<file path="config.mk">
export PLATFORM = sky130hd
export DESIGN_NAME = i2c_register_access_master_core
export DESIGN_NICKNAME = d
export VERILOG_FILES = /design/src/rtl/i2cram_pkg.sv /design/src/rtl/i2c_register_access_master_core.sv /design/src/rtl/i2cram_front.sv /design/src/rtl/i2cram_engine.sv /design/src/rtl/i2cram_resq.sv
export VERILOG_INCLUDE_DIRS = /design/src /design/src/rtl
export SDC_FILE = /design/constraint.sdc
export NUM_CORES = 1
export LEC_CHECK = 0
export BUFFER_PORTS_ARGS = -buffer_cell sky130_fd_sc_hd__buf_4
export CAP_MARGIN = 25
export CELL_PAD_IN_SITES_DETAIL_PLACEMENT = 2
export CELL_PAD_IN_SITES_GLOBAL_PLACEMENT = 2
export CORE_ASPECT_RATIO = 0.6
export CORE_MARGIN = 2
export CORE_UTILIZATION = 40
export CTS_BUF_LIST = sky130_fd_sc_hd__clkbuf_8
export DETAILED_ROUTE_END_ITERATION = 16
export PLACE_DENSITY_LB_ADDON = 0.1
export SKIP_LAST_GASP = 1
export SYNTH_ARGS = -nofsm -noshare
export SYNTH_HDL_FRONTEND = slang
export SYNTH_HIERARCHICAL = 1
export SYNTH_SLANG_ARGS = --single-unit
</file>
<file path="constraint.sdc">
create_clock -name clk -period 5.25 [get_ports clk]
set_input_delay 1.3125 -clock clk [delete_from_list [all_inputs] [get_ports clk]]
set_output_delay 1.3125 -clock clk [all_outputs]
set_load 0.005 [all_outputs]
</file>
<file path="src/rtl/i2c_register_access_master_core_macros.svh">
// Assertion macros for the I2C register access master RTL, used by i2cram_engine.
// Used by files that include this header; expects clk and rst in scope.
`ifndef I2C_REGISTER_ACCESS_MASTER_CORE_MACROS_SVH
`define I2C_REGISTER_ACCESS_MASTER_CORE_MACROS_SVH

// Property checked on every clock edge outside reset.
`define I2CRAM_CHECK(lbl, prop) \
  lbl: assert property (@(posedge clk) disable iff (rst) prop) \
    else $error("i2c master check failed");

// Condition that must never hold outside reset.
`define I2CRAM_NEVER(lbl, cond) \
  `I2CRAM_CHECK(lbl, !(cond))

`endif

</file>
<file path="src/rtl/i2cram_pkg.sv">
// Package for the I2C register access master: codes, sizes and the
// request and result types shared by the front, engine and queues.
package i2cram_pkg;

  // Queue sizing between the stages
  localparam int QDEPTH = 2;
  localparam int PTR_W  = $clog2(QDEPTH);
  localparam int CNT_W  = $clog2(QDEPTH + 1);

  // Burst limit and reset values of the configuration registers
  localparam logic [8:0]  MAX_BURST       = 9'd256;
  localparam logic [6:0]  RST_DEV_ADDR    = 7'h34;
  localparam logic [15:0] RST_PHASE_TICKS = 16'd16;

  // Request types
  localparam logic [1:0] REQ_WRITE  = 2'd0;
  localparam logic [1:0] REQ_SINGLE = 2'd1;
  localparam logic [1:0] REQ_BURST  = 2'd2;

  // Configuration register indexes
  localparam logic CFG_DEVICE_ADDRESS = 1'b0;
  localparam logic CFG_PHASE_TICKS    = 1'b1;

  // Bus sequencer steps
  typedef enum logic [3:0] {
    ST_IDLE     = 4'd0,
    ST_START1   = 4'd1,
    ST_ADDR_W   = 4'd2,
    ST_REG      = 4'd3,
    ST_DATA     = 4'd4,
    ST_STOP_MID = 4'd5,
    ST_START2   = 4'd6,
    ST_ADDR_R   = 4'd7,
    ST_RECV     = 4'd8,
    ST_STOP_END = 4'd9
  } step_t;

  // Classified tick request from the front
  typedef struct packed {
    logic       start;
    logic [1:0] req_type;
    logic [7:0] reg_addr;
    logic [7:0] write_data;
    logic [8:0] bytes_init;
    logic       sda_in;
  } item_t;

  // Per-tick result from the engine
  typedef struct packed {
    logic       scl_level;
    logic       sda_pull_low;
    logic       busy_res;
    logic       read_valid;
    logic [7:0] read_data;
    logic       read_last;
    logic       done_res;
    logic       status;
  } res_t;

endpackage

</file>
<file path="src/rtl/i2c_register_access_master_core.sv">
// I2C register access master. Each request is one bus-timer tick carrying
// the sampled SDA level and an optional write, single-read or burst-read
// command; each tick yields exactly one result with the SCL/SDA drive, busy,
// received byte and done/status flags. One request is taken per cycle while
// neither queue is full; a request is registered in the front queue, then the
// sequencer step and result queue write happen at one edge, after which the
// result is on the result ports and can be popped. The bus sequencer advances
// its state once per tick taken. Two-entry queues on each side let the
// producer and consumer stall independently.
// Depends on i2cram_pkg, i2cram_front, i2cram_engine and i2cram_resq.
module i2c_register_access_master_core import i2cram_pkg::*; (
  input  logic        clk,
  input  logic        rst,
  // request side
  input  logic        push,
  output logic        full,
  input  logic        cmd_valid,
  input  logic [1:0]  req_type,
  input  logic [7:0]  reg_addr,
  input  logic [7:0]  write_data,
  input  logic [8:0]  byte_count,
  input  logic        sda_in,
  // result side
  output logic        empty,
  input  logic        pop,
  output logic        scl_level,
  output logic        sda_pull_low,
  output logic        busy_res,
  output logic        read_valid,
  output logic [7:0]  read_data,
  output logic        read_last,
  output logic        done_res,
  output logic        status,
  // configuration
  input  logic        cfg_write,
  input  logic        cfg_index,
  input  logic [15:0] cfg_data
);

  item_t q_item;
  logic  q_empty;
  logic  q_pop;
  res_t  eng_res;
  logic  eng_push;
  logic  rq_full;
  res_t  out_res;

  // Request decode and queue
  i2cram_front u_front (
    .clk        (clk),
    .rst        (rst),
    .push       (push),
    .full       (full),
    .cmd_valid  (cmd_valid),
    .req_type   (req_type),
    .reg_addr   (reg_addr),
    .write_data (write_data),
    .byte_count (byte_count),
    .sda_in     (sda_in),
    .q_item     (q_item),
    .q_empty    (q_empty),
    .q_pop      (q_pop)
  );

  // Bus sequencer
  i2cram_engine u_engine (
    .clk        (clk),
    .rst        (rst),
    .cfg_write  (cfg_write),
    .cfg_index  (cfg_index),
    .cfg_data   (cfg_data),
    .item       (q_item),
    .item_valid (!q_empty),
    .item_pop   (q_pop),
    .res_full   (rq_full),
    .res        (eng_res),
    .res_push   (eng_push)
  );

  // Result queue
  i2cram_resq u_resq (
    .clk       (clk),
    .rst       (rst),
    .in_res    (eng_res),
    .in_push   (eng_push),
    .in_full   (rq_full),
    .out_res   (out_res),
    .out_empty (empty),
    .out_pop   (pop)
  );

  assign scl_level    = out_res.scl_level;
  assign sda_pull_low = out_res.sda_pull_low;
  assign busy_res     = out_res.busy_res;
  assign read_valid   = out_res.read_valid;
  assign read_data    = out_res.read_data;
  assign read_last    = out_res.read_last;
  assign done_res     = out_res.done_res;
  assign status       = out_res.status;

endmodule

</file>
<file path="src/rtl/i2cram_front.sv">
// Front stage: decodes each tick request and queues it for the engine.
// Depends on i2cram_pkg.
module i2cram_front import i2cram_pkg::*; (
  input  logic       clk,
  input  logic       rst,
  input  logic       push,
  output logic       full,
  input  logic       cmd_valid,
  input  logic [1:0] req_type,
  input  logic [7:0] reg_addr,
  input  logic [7:0] write_data,
  input  logic [8:0] byte_count,
  input  logic       sda_in,
  output item_t      q_item,
  output logic       q_empty,
  input  logic       q_pop
);

  item_t            dec;
  logic [8:0]       cnt;
  item_t            mem [QDEPTH];
  logic [PTR_W-1:0] wptr;
  logic [PTR_W-1:0] rptr;
  logic [CNT_W-1:0] count;
  logic             wr_ok;
  logic             rd_ok;

  // Classify the command and size the read
  always_comb begin
    cnt = byte_count;
    if (cnt == 9'd0) begin
      cnt = 9'd1;
    end else if (cnt > MAX_BURST) begin
      cnt = MAX_BURST;
    end
    dec.start      = cmd_valid && (req_type inside {REQ_WRITE, REQ_SINGLE, REQ_BURST});
    dec.req_type   = req_type;
    dec.reg_addr   = reg_addr;
    dec.write_data = write_data;
    case (req_type)
      REQ_WRITE:  dec.bytes_init = 9'd0;
      REQ_SINGLE: dec.bytes_init = 9'd1;
      default:    dec.bytes_init = cnt;
    endcase
    dec.sda_in     = sda_in;
  end

  assign full    = (count == CNT_W'(QDEPTH));
  assign q_empty = (count == '0);
  assign wr_ok   = push && !full;
  assign rd_ok   = q_pop && !q_empty;
  assign q_item  = mem[rptr];

  // Request storage
  always_ff @(posedge clk) begin
    if (wr_ok) begin
      mem[wptr] <= dec;
    end
  end

  // Pointers and fill count
  always_ff @(posedge clk) begin
    if (rst) begin
      wptr  <= '0;
      rptr  <= '0;
      count <= '0;
    end else begin
      if (wr_ok) begin
        wptr <= PTR_W'(wptr + 1'b1);
      end
      if (rd_ok) begin
        rptr <= PTR_W'(rptr + 1'b1);
      end
      count <= CNT_W'(count + CNT_W'(wr_ok) - CNT_W'(rd_ok));
    end
  end

endmodule

</file>
<file path="src/rtl/i2cram_engine.sv">
// Back stage: the bus sequencer, one tick per request, plus the
// configuration registers. Depends on i2cram_pkg and the macro header.
`include "i2c_register_access_master_core_macros.svh"

module i2cram_engine import i2cram_pkg::*; (
  input  logic        clk,
  input  logic        rst,
  input  logic        cfg_write,
  input  logic        cfg_index,
  input  logic [15:0] cfg_data,
  input  item_t       item,
  input  logic        item_valid,
  output logic        item_pop,
  input  logic        res_full,
  output res_t        res,
  output logic        res_push
);

  logic [6:0]  device_address;
  logic [15:0] phase_ticks;

  step_t       step, step_next;
  logic [15:0] phase_counter, phase_counter_next;
  logic [1:0]  quarter_phase, quarter_phase_next;
  logic [3:0]  bit_index, bit_index_next;
  logic [7:0]  shift_byte, shift_byte_next;
  logic [8:0]  bytes_left, bytes_left_next;
  logic [1:0]  latched_type, latched_type_next;
  logic [7:0]  latched_register, latched_register_next;
  logic [7:0]  latched_data, latched_data_next;
  logic        ack_failed, ack_failed_next;

  logic        fire;
  logic [15:0] pt;
  logic        last_tick;
  logic        is_send;

  assign fire     = item_valid && !res_full;
  assign item_pop = fire;
  assign res_push = fire;

  // Configuration registers
  always_ff @(posedge clk) begin
    if (rst) begin
      device_address <= RST_DEV_ADDR;
      phase_ticks    <= RST_PHASE_TICKS;
    end else if (cfg_write) begin
      case (cfg_index)
        CFG_DEVICE_ADDRESS: device_address <= cfg_data[6:0];
        CFG_PHASE_TICKS:    phase_ticks    <= cfg_data;
        default:            phase_ticks    <= phase_ticks;
      endcase
    end
  end

  assign pt        = (phase_ticks == 16'd0) ? 16'd1 : phase_ticks;
  assign last_tick = ({1'b0, phase_counter} + 17'd1) >= {1'b0, pt};
  assign is_send   = step inside {ST_ADDR_W, ST_REG, ST_DATA, ST_ADDR_R};

  // Sequencer: next state and pin levels
  always_comb begin
    logic [8:0] bl;
    bl                    = bytes_left;
    step_next             = step;
    phase_counter_next    = phase_counter;
    quarter_phase_next    = quarter_phase;
    bit_index_next        = bit_index;
    shift_byte_next       = shift_byte;
    bytes_left_next       = bytes_left;
    latched_type_next     = latched_type;
    latched_register_next = latched_register;
    latched_data_next     = latched_data;
    ack_failed_next       = ack_failed;
    res                   = '0;
    res.scl_level         = 1'b1;

    if (step == ST_IDLE) begin
      // Latch a new command; this tick only shows the idle bus
      if (item.start) begin
        latched_type_next     = item.req_type;
        latched_register_next = item.reg_addr;
        latched_data_next     = item.write_data;
        bytes_left_next       = item.bytes_init;
        ack_failed_next       = 1'b0;
        phase_counter_next    = '0;
        quarter_phase_next    = '0;
        bit_index_next        = '0;
        shift_byte_next       = '0;
        step_next             = ST_START1;
      end
    end else begin
      // Pin levels for the current quarter
      case (step)
        ST_START1, ST_START2: begin
          res.scl_level    = (quarter_phase == 2'd0) || (quarter_phase == 2'd1);
          res.sda_pull_low = (quarter_phase != 2'd0);
        end
        ST_STOP_MID, ST_STOP_END: begin
          res.scl_level    = (quarter_phase != 2'd0);
          res.sda_pull_low = (quarter_phase == 2'd0) || (quarter_phase == 2'd1);
        end
        default: begin
          res.scl_level = (quarter_phase == 2'd1) || (quarter_phase == 2'd2);
          if (is_send) begin
            res.sda_pull_low = (bit_index < 4'd8) ?
                               !shift_byte[3'(3'd7 - bit_index[2:0])] : 1'b0;
          end else begin
            res.sda_pull_low = (bit_index == 4'd8) && (bytes_left > 9'd1);
          end
        end
      endcase

      // Sample SDA at the end of the third quarter
      if (last_tick && quarter_phase == 2'd2) begin
        if (is_send && bit_index == 4'd8) begin
          if (item.sda_in) begin
            ack_failed_next = 1'b1;
          end
        end else if (step == ST_RECV && bit_index < 4'd8) begin
          shift_byte_next = {shift_byte[6:0], item.sda_in};
          if (bit_index == 4'd7) begin
            res.read_valid = 1'b1;
            res.read_data  = {shift_byte[6:0], item.sda_in};
            res.read_last  = (bytes_left <= 9'd1);
          end
        end
      end

      // Quarter timer and end of each bus element
      if (last_tick) begin
        phase_counter_next = '0;
        if (quarter_phase == 2'd3) begin
          quarter_phase_next = '0;
          case (step)
            ST_START1: begin
              step_next       = ST_ADDR_W;
              shift_byte_next = {device_address, 1'b0};
              bit_index_next  = '0;
            end
            ST_START2: begin
              step_next       = ST_ADDR_R;
              shift_byte_next = {device_address, 1'b1};
              bit_index_next  = '0;
            end
            ST_STOP_MID: step_next = ST_START2;
            ST_STOP_END: begin
              res.done_res = 1'b1;
              res.status   = ack_failed;
              step_next    = ST_IDLE;
            end
            default: begin
              if (bit_index < 4'd8) begin
                bit_index_next = bit_index + 4'd1;
              end else if (step == ST_RECV) begin
                if (bytes_left != 9'd0) begin
                  bl = bytes_left - 9'd1;
                end
                bytes_left_next = bl;
                if (bl == 9'd0) begin
                  step_next = ST_STOP_END;
                end else begin
                  shift_byte_next = '0;
                  bit_index_next  = '0;
                end
              end else if (ack_failed) begin
                step_next = ST_STOP_END;
              end else begin
                case (step)
                  ST_ADDR_W: begin
                    step_next       = ST_REG;
                    shift_byte_next = latched_register;
                    bit_index_next  = '0;
                  end
                  ST_REG: begin
                    if (latched_type == REQ_WRITE) begin
                      step_next       = ST_DATA;
                      shift_byte_next = latched_data;
                      bit_index_next  = '0;
                    end else begin
                      step_next = ST_STOP_MID;
                    end
                  end
                  ST_ADDR_R: begin
                    step_next       = ST_RECV;
                    shift_byte_next = '0;
                    bit_index_next  = '0;
                  end
                  default: step_next = ST_STOP_END;
                endcase
              end
            end
          endcase
        end else begin
          quarter_phase_next = quarter_phase + 2'd1;
        end
      end else begin
        phase_counter_next = phase_counter + 16'd1;
      end
    end

    res.busy_res = (step_next != ST_IDLE);
  end

  // Sequencer state, advanced once per tick taken
  always_ff @(posedge clk) begin
    if (rst) begin
      step             <= ST_IDLE;
      phase_counter    <= '0;
      quarter_phase    <= '0;
      bit_index        <= '0;
      shift_byte       <= '0;
      bytes_left       <= '0;
      latched_type     <= '0;
      latched_register <= '0;
      latched_data     <= '0;
      ack_failed       <= 1'b0;
    end else if (fire) begin
      step             <= step_next;
      phase_counter    <= phase_counter_next;
      quarter_phase    <= quarter_phase_next;
      bit_index        <= bit_index_next;
      shift_byte       <= shift_byte_next;
      bytes_left       <= bytes_left_next;
      latched_type     <= latched_type_next;
      latched_register <= latched_register_next;
      latched_data     <= latched_data_next;
      ack_failed       <= ack_failed_next;
    end
  end

  // Checks
  `I2CRAM_NEVER(a_rvalid_outside_recv, fire && res.read_valid && step != ST_RECV)
  `I2CRAM_NEVER(a_done_while_busy, fire && res.done_res && res.busy_res)
  `I2CRAM_CHECK(a_start_begins, fire && step == ST_IDLE && item.start |=> step == ST_START1)
  `I2CRAM_NEVER(a_bit_overrun, bit_index > 4'd8)

endmodule

</file>
<file path="src/rtl/i2cram_resq.sv">
// Result queue: holds per-tick results until the consumer pops them.
// Depends on i2cram_pkg.
module i2cram_resq import i2cram_pkg::*; (
  input  logic clk,
  input  logic rst,
  input  res_t in_res,
  input  logic in_push,
  output logic in_full,
  output res_t out_res,
  output logic out_empty,
  input  logic out_pop
);

  res_t             mem [QDEPTH];
  logic [PTR_W-1:0] wptr;
  logic [PTR_W-1:0] rptr;
  logic [CNT_W-1:0] count;
  logic             wr_ok;
  logic             rd_ok;

  assign in_full   = (count == CNT_W'(QDEPTH));
  assign out_empty = (count == '0);
  assign wr_ok     = in_push && !in_full;
  assign rd_ok     = out_pop && !out_empty;
  assign out_res   = mem[rptr];

  // Result storage
  always_ff @(posedge clk) begin
    if (wr_ok) begin
      mem[wptr] <= in_res;
    end
  end

  // Pointers and fill count
  always_ff @(posedge clk) begin
    if (rst) begin
      wptr  <= '0;
      rptr  <= '0;
      count <= '0;
    end else begin
      if (wr_ok) begin
        wptr <= PTR_W'(wptr + 1'b1);
      end
      if (rd_ok) begin
        rptr <= PTR_W'(rptr + 1'b1);
      end
      count <= CNT_W'(count + CNT_W'(wr_ok) - CNT_W'(rd_ok));
    end
  end

endmodule

</file>
---- Yosys cells after proc, flatten, opt, wreduce, memory -nomap -nowiden ----
Memories as Yosys holds them, arrays and structs flattened. A register that Yosys moved wholly into a read port is not among the register bits.
Cells that the tools add are included.
cells by class
  multipliers ............................. 0
  bitwise gates (word level) .............. 1
  shift-type cells ........................ 0
  equality and inequality tests ........... 25
  $lt $le $gt $ge ......................... 6
  add/subtract/negate cells ............... 14
  reductions and logical operators ........ 50
  div/mod/pow operators ................... 0
  multiplexer cells ....................... 88
operators by type and width
  kind                     count
  $mux W9                  16
  $mux W8                  12
  $mux W4                  17
  $mux W16                 4
  $pmux W8 S3              2
  $mux W10                 4
  $eq A4 B3 Y1 const B     5
  $logic_not A9 Y1         2
  $pmux W9 S2              1
  $add A16 B1 Y17 const B  1
  $ge A17 B16 Y1           1
  $mux W1                  17
  $add A16 B1 Y16 const B  1
  $logic_not A16 Y1        1
  $mux W2                  8
  $pmux W4 S2              2
  $pmux W4 S4              1
  $reduce_bool A2 Y1       7
  $eq A4 B4 Y1 const B     3
  $mux W12                 1
  $pmux W4 S3              1
  $eq A2 B2 Y1 const B     5
  $logic_and A1 B1 Y1      10
  $logic_not A2 Y1         5
  37 further kinds         57
word-level totals
  bits in latches ......................... 0
  memory bits (read-only) ................. 0
  bits in writable memories ............... 88
  memories ................................ 2
  output and inout port bits .............. 17
  word-level logic and storage cells ...... 204
  flip-flop bits (word level) ............. 93
memories
  name         depth  width  read ports  clocked after Yosys merged registers in  wr ports  RTL line            RTL
  u_front.mem  2      29     1           1                                        1         i2cram_front.sv:21  item_t mem [QDEPTH];
  u_resq.mem   2      15     1           1                                        1         i2cram_resq.sv:14   res_t mem [QDEPTH];

---- Depth between registers and ports, before layout ----
  depth after elaboration ................. 17
  depth in mapped cells ................... 17
  mapped depth without buffers ............ 16

---- By module ----
The synthesis kept the hierarchy.
by module, submodules not included
  module                           instances  cells each  area each (um^2)
  i2cram_engine                    1          733         5491.5
  i2cram_front                     1          133         2416.1
  i2cram_resq                      1          74          1317.5
  i2c_register_access_master_core  1          1           3.8

---- Worst setup path before layout ----
OpenSTA, ideal clock, no wires.
  path kind ............................... register -> register
  start point ............................. register u_engine.phase_counter[2]
  end point ............................... memory u_resq/mem[0][12] (netlist name) (data pin)
  data required time ...................... 4.972 ns
  path buffers ............................ 0
  library setup time ...................... 0.278 ns
  slack ................................... 1.418 ns
  arrival time ............................ 3.554 ns
  stages on the path, launching flop included .. 17
  cells stage by stage .................... dfxtp_1 > nand3_1 > or2_2 > nor2_1 > and3_1 > and2_1 > nand2_1 > xnor2_1 > ha_1 > nand2_1 > o21ai_0 > nor2b_1 > a2111oi_4 > a21oi_4 > nor2b_1 > o32ai_1 > nand4_1
RTL lines
  what                      RTL line              RTL
  start: declaration        i2cram_engine.sv:23   logic [15:0] phase_counter, phase_counter_next;
  start signal: assignment  i2cram_engine.sv:219  phase_counter <= phase_counter_next;
  end: declaration          i2cram_resq.sv:14

==> impl_metrics.prom <==
# TYPE chip_impl_metric gauge
chip_impl_metric{name="drv_cap",unit=""} 0
chip_impl_metric{name="clk_pin_slew_worst_paths",unit="ps"} 100
chip_impl_metric{name="fin_crit_share",unit=""} 0.861
chip_impl_metric{name="timing.max_slew.rel_slack",unit=""} 0.348
chip_impl_metric{name="power_report.internal_total",unit="mW"} 3.00
chip_impl_metric{name="cp.arrival",unit="ps"} 4750
chip_impl_metric{name="finalPower",unit="mW"} 4.93
chip_impl_metric{name="synth_area_per_cell",unit="µm²"} 9.81
chip_impl_metric{name="layout-drive-gt1-share",unit=""} 0.171
chip_impl_metric{name="clock_network_fraction_of_total_power",unit=""} 0.211
chip_impl_metric{name="antenna_violating_nets_left",unit=""} 0
chip_impl_metric{name="dp_hpwl",unit="µm"} 20300
chip_impl_metric{name="post_synth_instance_area",unit="µm²"} 9230
chip_impl_metric{name="post_cts_buffers",unit=""} 0
chip_impl_metric{name="sw_frac_of_total",unit=""} 0.391
chip_impl_metric{name="cts_hold_buf",unit=""} 0
chip_impl_metric{name="synth-edff-count",unit=""} 88
chip_impl_metric{name="clock_buffers_created_by_tritoncts",unit=""} 17
chip_impl_metric{name="syn-num-nets",unit=""} 1020
chip_impl_metric{name="critical_path.max_fanout",unit=""} 19
chip_impl_info{name="ys_top_cells_by_area",value="edfxtp_1 (29%), dfxtp_1 (21%), nand2_1 (6.1%)"} 1
chip_impl_metric{name="netlist_instances",unit=""} 941
chip_impl_metric{name="antenna_found_initial",unit=""} 0
chip_impl_info{name="synth_top_flop_cell",value="dfxtp_1"} 1
chip_impl_metric{name="clock_skew",unit="ps"} 13.3
chip_impl_metric{name="cts_max_path_buffers",unit=""} 2
chip_impl_metric{name="core",unit="µm²"} 22300
chip_impl_info{name="min_path_type",value="reg2reg"} 1
chip_impl_metric{name="async_flop_share",unit=""} 0
chip_impl_metric{name="seq_power_share",unit=""} 0.402
chip_impl_metric{name="ys_seq_area_frac",unit=""} 0.492
chip_impl_metric{name="placementRows",unit=""} 42
chip_impl_metric{name="max_slew.worst_pin.slew",unit="ps"} 973
chip_impl_metric{name="floorplan.die_area",unit="µm²"} 24300
chip_impl_info{name="post_synth_most_frequent_cells",value="nand2_1 (150), dfxtp_1 (95), edfxtp_1 (88)"} 1
chip_impl_metric{name="ys_ff_latch",unit=""} 183
chip_impl_metric{name="viasPerCell",unit=""} 5.62
chip_impl_metric{name="die_x",unit="µm"} 200
chip_impl_metric{name="htree_num_levels",unit=""} 4
chip_impl_metric{name="dr.first_iter.drc_count",unit=""} 408
chip_impl_metric{name="ir_drop",unit="mV"} 0.205
chip_impl_metric{name="detail_route.wl_per_cell",unit="µm"} 21.1
chip_impl_metric{name="grt_overflow",unit=""} 0
chip_impl_info{name="setup.worst_path.start_class",value="flip-flop"} 1
chip_impl_metric{name="fin_crit",unit="ps"} 4520
chip_impl_info{name="critical_path.endpoint_type",value="flip-flop"} 1
chip_impl_metric{name="power_switching",unit="mW"} 1.93
chip_impl_metric{name="report.final.slew_viol_count",unit=""} 0
chip_impl_metric{name="gr-usage-all-layers",unit=""} 0.241
chip_impl_info{name="ctsRootBufferMaster",value="clkbuf_8"} 1
chip_impl_metric{name="worstPathRequired",unit="ps"} 5480
chip_impl_info{name="setup.worst_path.class",value="reg2reg"} 1
chip_impl_info{name="rsz0062_at_grt",value="no"} 1
chip_impl_info{name="status",value="completed"} 1
chip_impl_metric{name="boundaryPins",unit=""} 68
chip_impl_metric{name="clk-insertion-delay-late",unit="ps"} 510
chip_impl_metric{name="ys.warnings.count",unit=""} 6
chip_impl_metric{name="p_leak",unit="nW"} 3.93
chip_impl_metric{name="dpl-instance-area",unit="µm²"} 10000
chip_impl_metric{name="report.final.hold_viol_count",unit=""} 0
chip_impl_metric{name="initial_core_util",unit=""} 0.413
chip_impl_metric{name="pwr_density",unit="nW/µm²"} 472
chip_impl_metric{name="power.combinational.fraction",unit=""} 0.387
chip_impl_metric{name="first_pass_grt_wire_length",unit="µm"} 44200
chip_impl_metric{name="post_cts_resized",unit=""} 0
chip_impl_metric{name="yosysTopAreaCellShare",unit=""} 0.286
chip_impl_metric{name="stdcell_area",unit="µm²"} 10400
chip_impl_metric{name="grt_max_degree",unit=""} 45
chip_impl_metric{name="post-route-drc-count",unit=""} 0
chip_impl_metric{name="placement.io_buffers",unit=""} 67
chip_impl_metric{name="routed_wl",unit="µm"} 27700
chip_impl_metric{name="grt_pass1_vias",unit=""} 7819
chip_impl_metric{name="setup_violations",unit=""} 0
chip_impl_info{name="cts_tree",value="yes"} 1
chip_impl_metric{name="setup_tns",unit="ps"} 0
chip_impl_metric{name="gpl.final_weighted_congestion",unit=""} 0.807
chip_impl_info{name="synth_area_leader_cell",value="edfxtp_1"} 1
chip_impl_metric{name="floorplan.die.height",unit="µm"} 122
chip_impl_info{name="synth.most_common_cell",value="nand2_1"} 1
chip_impl_metric{name="via_count",unit=""} 7391
chip_impl_metric{name="layout-area-overhead-vs-synth",unit="%"} 13.2
chip_impl_metric{name="antenna_cells_inserted",unit=""} 0
chip_impl_metric{name="maximum_clock_rate",unit="GHz"} 0.221
chip_impl_metric{name="nNetsFinal",unit=""} 1074
chip_impl_metric{name="cts.sink_count",unit=""} 183
chip_impl_metric{name="first_pass_iters",unit=""} 4
chip_impl_metric{name="synth.lib_cells_used.distinct",unit=""} 77
## kinds of logic (layout without fill, tap and decap cells)
group / Yosys count / count (layout) / synth area share
DFF: 183 / 183 / 0.492
muxes: 50 / 50 / 0.0630
adders and majority gates: 28 / 28 / 0.0380
AOI/OAI and AO/OA: 221 / 221 / 0.158
buffers and inverters: 78 / 144 / 0.0355
and+or+nand+nor: 349 / 349 / 0.182
xor gates and xnor gates: 32 / 32 / 0.0304
## registers in the layout (all words and copies together) (netlist names), named ones only
name                       count
u_engine/device_address        7
u_front/mem                   58
u_engine/phase_ticks          16
u_engine/step                  4
u_front/count                  2
u_engine/latched_data          8
u_front/rptr                   1
u_engine/bit_index             4
u_engine/phase_counter        16
u_engine/bytes_left            9
u_engine/ack_failed            1
u_resq/rptr                    1
u_engine/shift_byte            8
u_engine/latched_register      8
u_resq/mem                    30
u_resq/count                   2
u_front/wptr                   1
u_engine/quarter_phase         2
u_resq/wptr                    1
u_engine/latched_type          2
## power groups by stage
stage	logic [mW]	clock network, mW	registers [mW]
after floorplan	1.28	0	1.91
after global placement	1.80	0	1.99
after detailed placement	1.89	0	2.01
after CTS	1.92	1.08	1.98
after global routing	2.10	1.12	2.02
final	1.91	1.04	1.98
## stage by stage
| step | setup slack, ps | util | std cells | hold WS [ps] |
|---|---|---|---|---|
| finish | 729 | 0.468 | 1315 | 467 |
| floorplan | 1420 | - | 941 | 432 |
| global placement | 1020 | 0.447 | 1281 | 446 |
| CTS | 779 | 0.468 | 1315 | 467 |
| detailed placement | 810 | 0.449 | 1284 | 453 |
| global route | 370 | 0.468 | 1315 | 497 |
## final cells by class
| type | count | area, µm² |
|---|---|---|
| sequential | 183 | 4540 |
| inverter | 35 | 131 |
| multi-input combinational | 680 | 4360 |
| clock inverter | 13 | 169 |
| timing repair buffer | 78 | 613 |
| fill | 2393 | 11900 |
| clock buffer | 18 | 248 |
| tap | 308 | 385 |
## path summary, 6_finish.rpt
check | from | to | slack, ps | cells after the start
worst min register to register | u_engine/device_address[3] | u_engine/device_address[3] | 470 | 2
worst max-delay path | u_engine/phase_counter[2] | u_resq/mem[0][12] | 730 | 16
worst min-delay path | u_engine/device_address[3] | u_engine/device_address[3] | 470 | 2
worst max register to register | u_engine/phase_counter[2] | u_resq/mem[0][12] | 730 | 16
## worst max-delay path: stages, from the launching register on
cell and delay, ps:
dfxtp_1 430, nand3_1 160, or2_2 360, nor2_1 210, and3_1 270, and2_1 210
nand2_1 90, xnor2_1 150, ha_1 300, nand2_1 80, o21ai_0 80, nor2b_1 150
a2111oi_4 730, a21oi_4 310, nor2b_1 250, o32ai_1 280, nand4_1 150
## cells in the final DEF, fill, tap and decap left out, types with 4 or more instances in the layout
cell      synthesis  final
clkbuf_8          0     18
buf_4             5     76
nand2_1         150    150
a22o_1           16     16
a22oi_1           4      4
nand3b_1          6      6
o31ai_1           6      6
ha_1             28     28
nor2_1           66     66
nand2b_1         10     10
o32ai_1           4      4
nor3_1           18     18
or2_2             4      4
a31oi_1           4      4
mux2_1           15     15
or3_1             8      8
dfxtp_1          95     95
and2_1           21     21
a21oi_1          83     83
nor4_1           10     10
nor2b_1           9      9
mux2_2           30     30
inv_1            32     33
and3_1            6      6
nand4_1           9      9
xnor2_1          13     13
xor2_1           19     19
a21o_1           17     17
o22ai_1           8      8
edfxtp_1         88     88
o21ai_0          47     47
nand3_1          13     13
## metal layers
layer  GRT usage  vias up  wire, µm
met2       0.368      122     12200
li1            -     3469         -
met1       0.348     3765     14200
met4      0.0861        0       471
met5           0        -         0
met3      0.0374       35       823
No activity file was read; power rests on OpenSTA's default activity.
